### src/rtl/mrk_pkg.sv
`timescale 1ns / 1ps
// ----------------------------------------------------------------------------
// mrk_pkg
// Shared types, sizes and SHA-256 constants for the merkle root engine.
// ----------------------------------------------------------------------------
package mrk_pkg;

  localparam int MaxLevels = 32;
  localparam int LvlW      = $clog2(MaxLevels + 1);
  localparam int IdxW      = $clog2(MaxLevels);
  localparam int HashW     = 256;
  localparam int BlockW    = 512;

  localparam logic [HashW-1:0] ShaIv = {
    32'h6a09e667, 32'hbb67ae85, 32'h3c6ef372, 32'ha54ff53a,
    32'h510e527f, 32'h9b05688c, 32'h1f83d9ab, 32'h5be0cd19
  };

  typedef struct packed {
    logic             last;
    logic [HashW-1:0] hash;
  } leaf_t;

  typedef enum logic [2:0] {
    ST_IDLE,
    ST_CHECK,
    ST_READ,
    ST_H1,
    ST_H2,
    ST_H3,
    ST_FOLD,
    ST_OUT
  } seq_state_e;

  function automatic logic [31:0] round_k(input logic [5:0] idx);
    logic [31:0] k;
    case (idx)
      6'd0:  k = 32'h428a2f98; 6'd1:  k = 32'h71374491; 6'd2:  k = 32'hb5c0fbcf;
      6'd3:  k = 32'he9b5dba5; 6'd4:  k = 32'h3956c25b; 6'd5:  k = 32'h59f111f1;
      6'd6:  k = 32'h923f82a4; 6'd7:  k = 32'hab1c5ed5; 6'd8:  k = 32'hd807aa98;
      6'd9:  k = 32'h12835b01; 6'd10: k = 32'h243185be; 6'd11: k = 32'h550c7dc3;
      6'd12: k = 32'h72be5d74; 6'd13: k = 32'h80deb1fe; 6'd14: k = 32'h9bdc06a7;
      6'd15: k = 32'hc19bf174; 6'd16: k = 32'he49b69c1; 6'd17: k = 32'hefbe4786;
      6'd18: k = 32'h0fc19dc6; 6'd19: k = 32'h240ca1cc; 6'd20: k = 32'h2de92c6f;
      6'd21: k = 32'h4a7484aa; 6'd22: k = 32'h5cb0a9dc; 6'd23: k = 32'h76f988da;
      6'd24: k = 32'h983e5152; 6'd25: k = 32'ha831c66d; 6'd26: k = 32'hb00327c8;
      6'd27: k = 32'hbf597fc7; 6'd28: k = 32'hc6e00bf3; 6'd29: k = 32'hd5a79147;
      6'd30: k = 32'h06ca6351; 6'd31: k = 32'h14292967; 6'd32: k = 32'h27b70a85;
      6'd33: k = 32'h2e1b2138; 6'd34: k = 32'h4d2c6dfc; 6'd35: k = 32'h53380d13;
      6'd36: k = 32'h650a7354; 6'd37: k = 32'h766a0abb; 6'd38: k = 32'h81c2c92e;
      6'd39: k = 32'h92722c85; 6'd40: k = 32'ha2bfe8a1; 6'd41: k = 32'ha81a664b;
      6'd42: k = 32'hc24b8b70; 6'd43: k = 32'hc76c51a3; 6'd44: k = 32'hd192e819;
      6'd45: k = 32'hd6990624; 6'd46: k = 32'hf40e3585; 6'd47: k = 32'h106aa070;
      6'd48: k = 32'h19a4c116; 6'd49: k = 32'h1e376c08; 6'd50: k = 32'h2748774c;
      6'd51: k = 32'h34b0bcb5; 6'd52: k = 32'h391c0cb3; 6'd53: k = 32'h4ed8aa4a;
      6'd54: k = 32'h5b9cca4f; 6'd55: k = 32'h682e6ff3; 6'd56: k = 32'h748f82ee;
      6'd57: k = 32'h78a5636f; 6'd58: k = 32'h84c87814; 6'd59: k = 32'h8cc70208;
      6'd60: k = 32'h90befffa; 6'd61: k = 32'ha4506ceb; 6'd62: k = 32'hbef9a3f7;
      default: k = 32'hc67178f2;
    endcase
    return k;
  endfunction

endpackage

### src/rtl/mrk_fifo.sv
`timescale 1ns / 1ps
// ----------------------------------------------------------------------------
// mrk_fifo
// Two-entry leaf request queue between the input port and the tree sequencer.
// ----------------------------------------------------------------------------
module mrk_fifo (
  input  logic           clk_i,
  input  logic           rst_ni,
  input  logic           push_i,
  input  mrk_pkg::leaf_t push_data_i,
  output logic           full_o,
  input  logic           pop_i,
  output logic           valid_o,
  output mrk_pkg::leaf_t pop_data_o
);
  import mrk_pkg::*;

  leaf_t       mem_q [2];
  logic        wr_q, wr_d, rd_q, rd_d;
  logic [1:0]  cnt_q, cnt_d;
  logic        do_push, do_pop;

  assign full_o     = cnt_q[1];
  assign valid_o    = (cnt_q != 2'd0);
  assign pop_data_o = mem_q[rd_q];
  assign do_push    = push_i && !cnt_q[1];
  assign do_pop     = pop_i && valid_o;

  always_comb begin
    wr_d  = do_push ? ~wr_q : wr_q;
    rd_d  = do_pop ? ~rd_q : rd_q;
    cnt_d = cnt_q + {1'b0, do_push} - {1'b0, do_pop};
  end

  always_ff @(posedge clk_i) begin
    if (do_push) begin
      mem_q[wr_q] <= push_data_i;
    end
  end

  always_ff @(posedge clk_i or negedge rst_ni) begin
    if (!rst_ni) begin
      wr_q  <= 1'b0;
      rd_q  <= 1'b0;
      cnt_q <= 2'd0;
    end else begin
      wr_q  <= wr_d;
      rd_q  <= rd_d;
      cnt_q <= cnt_d;
    end
  end

endmodule

### config.mk
export PLATFORM = sky130hd
export DESIGN_NAME = mrk_fifo
export DESIGN_NICKNAME = d
export VERILOG_FILES = /design/src/rtl/mrk_pkg.sv /design/src/rtl/mrk_fifo.sv
export SDC_FILE = /design/constraint.sdc
export NUM_CORES = 1
export LEC_CHECK = 0
export BUFFER_PORTS_ARGS = -buffer_cell sky130_fd_sc_hd__buf_2
export CORE_ASPECT_RATIO = 2
export CORE_MARGIN = 2
export CORE_UTILIZATION = 40
export DETAILED_ROUTE_END_ITERATION = 8
export PLACE_DENSITY = 0.67
export SLEW_MARGIN = 20
export SYNTH_ARGS = -nofsm -noshare
export SYNTH_HDL_FRONTEND = slang
export SYNTH_SLANG_ARGS = --single-unit
### constraint.sdc
create_clock -name clk_i -period 16.76 [get_ports clk_i]
set_input_delay 0.838 -clock clk_i [delete_from_list [all_inputs] [get_ports clk_i]]
set_output_delay 0.838 -clock clk_i [all_outputs]
set_load 0.02 [all_outputs]
==> results of run 1 <==
==> kinds of logic (layout without fill, tap and decap cells) <==
kind of cell | after synthesis | in the layout | share of synthesized area
simple gates | 8 | 8 | 0.00192
mux | 257 | 257 | 0.186
xor+xnor | 3 | 3 | 0.00134
other cells | 0 | 8 | 0
flops | 518 | 518 | 0.793
compound gates | 3 | 3 | 0.00109
buf+inv | 30 | 607 | 0.0163
fa+ha+maj | 1 | 1 | 0.000638
==> placed cells by master, fill, tap and decap left out, types with 3 or more instances in the layout <==
| cell | instances |
|---|---|
| clkinv_1 | 6 |
| edfxtp_1 | 514 |
| inv_6 | 3 |
| bufinv_16 | 4 |
| mux2_2 | 56 |
| buf_4 | 5 |
| buf_2 | 519 |
| clkinv_2 | 6 |
| dfrtp_1 | 3 |
| clkbuf_1 | 9 |
| mux2_4 | 201 |
| clkbuf_16 | 47 |
| diode_2 | 8 |
==> cell type report <==
cell class	count	area (um^2)
antenna	8	20.0
clock buffer	56	1210
clock inverter	23	239
fill	3970	24100
inverter	1	3.75
multi-input combinational	272	3760
sequential	518	15500
tap	638	798
timing repair buffer	527	2690
==> report_power, final <==
group | switching [mW] | total, mW | internal [mW]
Sequential | 0.0859 | 1.82 | 1.73
Combinational | 0.867 | 1.50 | 0.637
Clock | 0.448 | 1.03 | 0.578
Total | 1.40 | 4.35 | 2.95
==> critical path, cell delays in order, from the launching register on <==
cell	delay (ps)
dfrtp_4	910
buf_4	850
buf_4	660
mux2_2	400
buf_2	160
==> synthesized netlist by cell type <==
library cell	instances	area share
a21oi_1	1	0.00026
buf_6	24	0.014
a211o_1	1	0.00045
edfxtp_1	514	0.79
inv_1	1	0.00019
nor2_1	3	0.00057
dfrtp_1	4	0.0051
o31ai_1	1	0.00038
nand2b_1	2	0.00064
mux2_2	56	0.032
buf_8	2	0.0015
buf_2	3	0.00077
mux2_4	201	0.15
nand2_1	2	0.00038
or2_2	1	0.00032
xnor2_1	2	0.00089
xor2_1	1	0.00045
ha_1	1	0.00064
==> routing by layer <==
layer	routed length [um]	vias up	global-route usage
met5	119	-	0
met4	1690	20	0.0774
met3	3350	110	0.0498
met2	23200	423	0.293
met1	13700	4759	0.156
li1	-	4372	-
==> worst paths after layout <==
check / start / end / slack (ps) / depth (start not counted)
max in group asynchronous: rst_ni / rd_q / 16550 / 1
setup / recovery: rd_q / pop_data_o[236] / 12250 / 4
hold reg to reg: wr_q / wr_q / 550 / 1
setup reg to reg: cnt_q[1] / mem_q[1][40] / 14030 / 3
hold / removal: rst_ni / rd_q / 70 / 1
min in group clk_i: push_data_i[52] / mem_q[1][52] / 450 / 1
==> per-stage QoR <==
step,power [mW],utilization
floorplan,3.06,-
global placement,3.35,0.471
detailed placement,3.38,0.471
CTS,4.41,0.501
global route,4.52,0.502
finish,4.35,0.502
==> flip-flops by register name (all words and copies together), names as in the netlist <==
name / cells
cnt_q: 2
mem_q: 514
rd_q: 1
wr_q: 1
==> key figures, run 1 <==
Clocking
  – # resized after CTS: 0
  – TritonCTS Buffers: 46
  – CTS tree: built
  – Hold-fix buffers at CTS: 0
  – Root Buffer Master: clkbuf_16
  – Skew-Pair Late Insertion Delay: 560 ps
  – Post-CTS Setup Inserts: 0
  – Largest buffer count on any clock path: 3
  – # H-tree levels: 2
  – Clock transition at path regs: 70 ps
  – Clock Sinks: 518

Route
  – Drc violations: 0
  – First drt pass iteration count: 4
  – ANT nets after route: 0
  – Avg WL per Cell: 20.6 um
  – Vias per Instance: 4.74
  – Violation count after the first detailed-route iteration: 575
  – DR vias: 9684
  – Routed Wire Length: 42.1 mm

Yosys
  – Syn Std Cell Area: 19600 um^2
  – Seq cells post-synth: 518
  – Synthesized area per cell: 23.9 um^2
  – Post-synthesis sequential area ratio: 0.793
  – Post-synth net total: 1082
  – Post-synth cell types: 18
  – Mapped Cells: 820
  – YS warnings: 0

Critical path
  – Worst-path maximum fanout: 60
  – Crit path launch type: register
  – Setup CP Type: reg -> out
  – Critical path arrival: 3670 ps
  – Endpoint type of the worst setup path: output port
  – Worst Path Required: 15920 ps

Floorplan
  – Die H: 317 um
  – Die area: 50900 um^2
  – Ports: 520
  – Core area: 48400 um^2
  – Starting Density: 0.405
  – Std-Cell Rows: 114
  – Die X: 161 um

Global route
  – Gr ovfl total: 0
  – Largest net degree at the start of global routing: 166
  – Vias in the first global route: 10200
  – GR Util All Layers: 0.157
  – First-pass GRT wire length: 59.6 mm
  – Initial antenna violation count: 18

Power
  – Max VDD drop: 0.115 mV
  – Pwr dens: 179 nW/um^2
  – LEAKAGE: 9.52 nW

Timing
  – Final worst setup slack: 12250 ps
  – Worst Skew: 16.6 ps
  – Unrepaired setup endpoints after global routing: no
  – Slew Limit Fails: 0
  – Hold slack: 72.9 ps
  – Minimum clock period: 4510 ps
  – Post-Route Setup TNS: 0 ps
  – Final setup violation count: 0
  – Slew HR: 0.271
  – Final Cycle Share: 0.269
  – Slew at the pin closest to its max-slew limit: 1090 ps
  – Final Hold Violating Endpoints: 0
  – Fmax: 222 MHz

Placed design
  – Cell Area, Placed: 22800 um^2
  – Port Buffers: 519
  – HPWL Detailed: 29.2 mm
  – Final RePlAce weighted congestion: 0.774
  – Post-Place Cells: 1956
  – Setup WS pre-CTS: 12750 ps

Status
  – Status: complete, no violations

Layout
  – Synth-to-layout area growth: 23.8%
  – Final Non-Filler Cells: 2043
  – Share of layout cells above drive strength 1: 0.610
  – Layout Nets: 1628
  – Post-route cell area: 24300 um^2

Min path
  – Hold Path Class: in -> async

Run
  – Max cap viols: 0
(Power assumes the default switching activity.)
==> run 2: changes to the inputs <==
Clock period 16.76 ns to 4.2 ns, I/O delays scaled along.
==> key figures, run 2 (same netlist as run 1, synthesis figures left out) <==
Status
  – Status: complete, no violations

Clocking
  – Largest buffer count on any clock path: 3
  – Post-CTS Setup Inserts: 0
  – Skew-Pair Late Insertion Delay: 550 ps
  – Clock Sinks: 518
  – # H-tree levels: 2
  – # resized after CTS: 0
  – Clock transition at path regs: 70 ps
  – TritonCTS Buffers: 44
  – CTS tree: built
  – Root Buffer Master: clkbuf_16

Layout
  – Layout Nets: 1889
  – Top reg by flops: mem_q
  – Multi-input gate area: 3770 um^2
  – Share of layout cells above drive strength 1: 0.513
  – Largest register FFs: 514
  – Most frequent cells in the layout: buf_2 (519), edfxtp_1 (514), dlygate4sd3_1 (261), mux2_4 (201), mux2_2 (56)
  – # fillers: 3613
  – Largest regs: mem_q (514), cnt_q (2)
  – FF+latch area: 15500 um^2
  – Commonest non-fill, non-tap cell in the layout: buf_2
  – Synth-to-layout area growth: 37.3%

Timing
  – Final Cycle Share: 0.627
  – Final worst setup slack: 1570 ps
  – Minimum clock period: 2630 ps
  – Hold slack: 373 ps
  – Worst Skew: 12.8 ps
  – Post-Route Setup TNS: 0 ps
  – Slew Limit Fails: 0
  – Unrepaired setup endpoints after global routing: no
  – Final setup violation count: 0
  – Fmax: 380 MHz
  – Slew at the pin closest to its max-slew limit: 1020 ps
  – Slew HR: 0.318
  – Final Hold Violating Endpoints: 0

Floorplan
  – Die H: 317 um
  – Die area: 50900 um^2
  – Core area: 48400 um^2
  – Std-Cell Rows: 114
  – Die X: 161 um
  – Ports: 520
  – Starting Density: 0.405

Placed design
  – Port Buffers: 519
  – Setup WS pre-CTS: 2170 ps
  – HPWL Detailed: 29.3 mm
  – Final RePlAce weighted congestion: 0.821

Power
  – Internal power: 12.0 mW
  – Sw Share: 0.321
  – Pwr dens: 655 nW/um^2
  – Seq pwr share: 0.410
  – LEAKAGE: 10.6 nW
  – Comb power frac: 0.359
  – Max VDD drop: 0.544 mV
  – Clock power frac: 0.232
  – Switch Pwr: 5.67 mW

Route
  – Violation count after the first detailed-route iteration: 668
  – Vias per Instance: 4.70
  – Avg WL per Cell: 19.9 um
  – Routed Wire Length: 45.9 mm
  – DR vias: 10800
  – Drc violations: 0
  – First drt pass iteration count: 5
  – ANT nets after route: 0

Global route
  – First-pass GRT wire length: 67.8 mm
  – Vias in the first global route: 11900
  – Initial antenna violation count: 9
  – Gr ovfl total: 0
  – GR Util All Layers: 0.174
  – Largest net degree at the start of global routing: 150

Critical path
  – Crit-path cells: buf_12 -> mux2_2 -> buf_2
  – Worst R2R Path Depth: 3
  – Crit path launch type: register
  – Worst-path maximum fanout: 72
  – Worst Path Required: 3990 ps
  – Setup CP Type: reg -> out
  – Endpoint type of the worst setup path: output port
  – Critical path arrival: 2420 ps
  – CP max stage delay: 740 ps
  – CP max-delay cell: dfrtp_4

Min path
  – Hold Crit Depth: 2
  – Hold Path Class: in -> reg

Run
  – Max cap viols: 0
-- run 2: cell count changes in the layout (fill, tap and decap cells not counted), sizes merged --
cell,change
clkinvlp,+1
clkbuf,+1
dlygate4sd3,+261
bufinv,+2
diode,-6
inv,-5
clkinv,+2
buf,+2
-- run 2: path summary, 6_finish.rpt --
check	start	endpoint	slack, ps
worst max-delay path	rd_q	pop_data_o[235]	1570
worst min-delay path	push_data_i[254]	mem_q[1][254]	370
worst max register to register	cnt_q[1]	mem_q[0][75]	2190
worst min register to register	wr_q	wr_q	560
max in group asynchronous	rst_ni	rd_q	3440
min in group asynchronous	rst_ni	rd_q	570
-- run 2: critical path: cells and delay by family, from the launching register on --
family	cells	cell delay [ps]
multiplexers	1	410
flip-flops	1	740
buffers and inverters	2	590
-- run 2: final cells by class --
cell class,count,share of cell area
flip-flops and latches,518,0.577
repair buffers,790,0.199
multi-input cells,272,0.140
clock buffers,57,0.0435
well taps,638,0.0297
clock inverters,23,0.00986
diodes,2,0.000186
inverters,1,0.000139
-- run 2: repair_timing --
item / 4_1_cts / 5_1_grt
setup endpoints to repair: 0 / 0
hold buffers: 261 / 0
endpoints found under the hold margin: 520 / 0
-- run 2: metrics by stage --
step	std cells	cell area (um^2)	utilization	total power, mW
floorplan	820	19600	-	11.9
global placement	1958	22900	0.473	13.4
detailed placement	1958	22900	0.473	13.5
CTS	2299	26900	0.556	17.8
global route	2301	26900	0.557	18.3
finish	2301	26900	0.557	17.6
-- run 2: per-layer routing --
layer / routed length, um / GRT usage / vias up
met2: 24500 / 0.319 / 467
met5: 88 / 0 / -
met4: 2030 / 0.0846 / 14
met3: 3030 / 0.0417 / 120
li1: - / - / 4886
met1: 16200 / 0.187 / 5335
-- run 2: power by group through the flow --
stage                     logic (mW)  registers, mW  clock network, mW
final                           6.32           7.23               4.09
after global placement          6.12           7.28                  0
after detailed placement        6.15           7.34                  0
after floorplan                 4.56           7.31                  0
after CTS                       6.38           7.23               4.21
after global routing            6.64           7.32               4.38
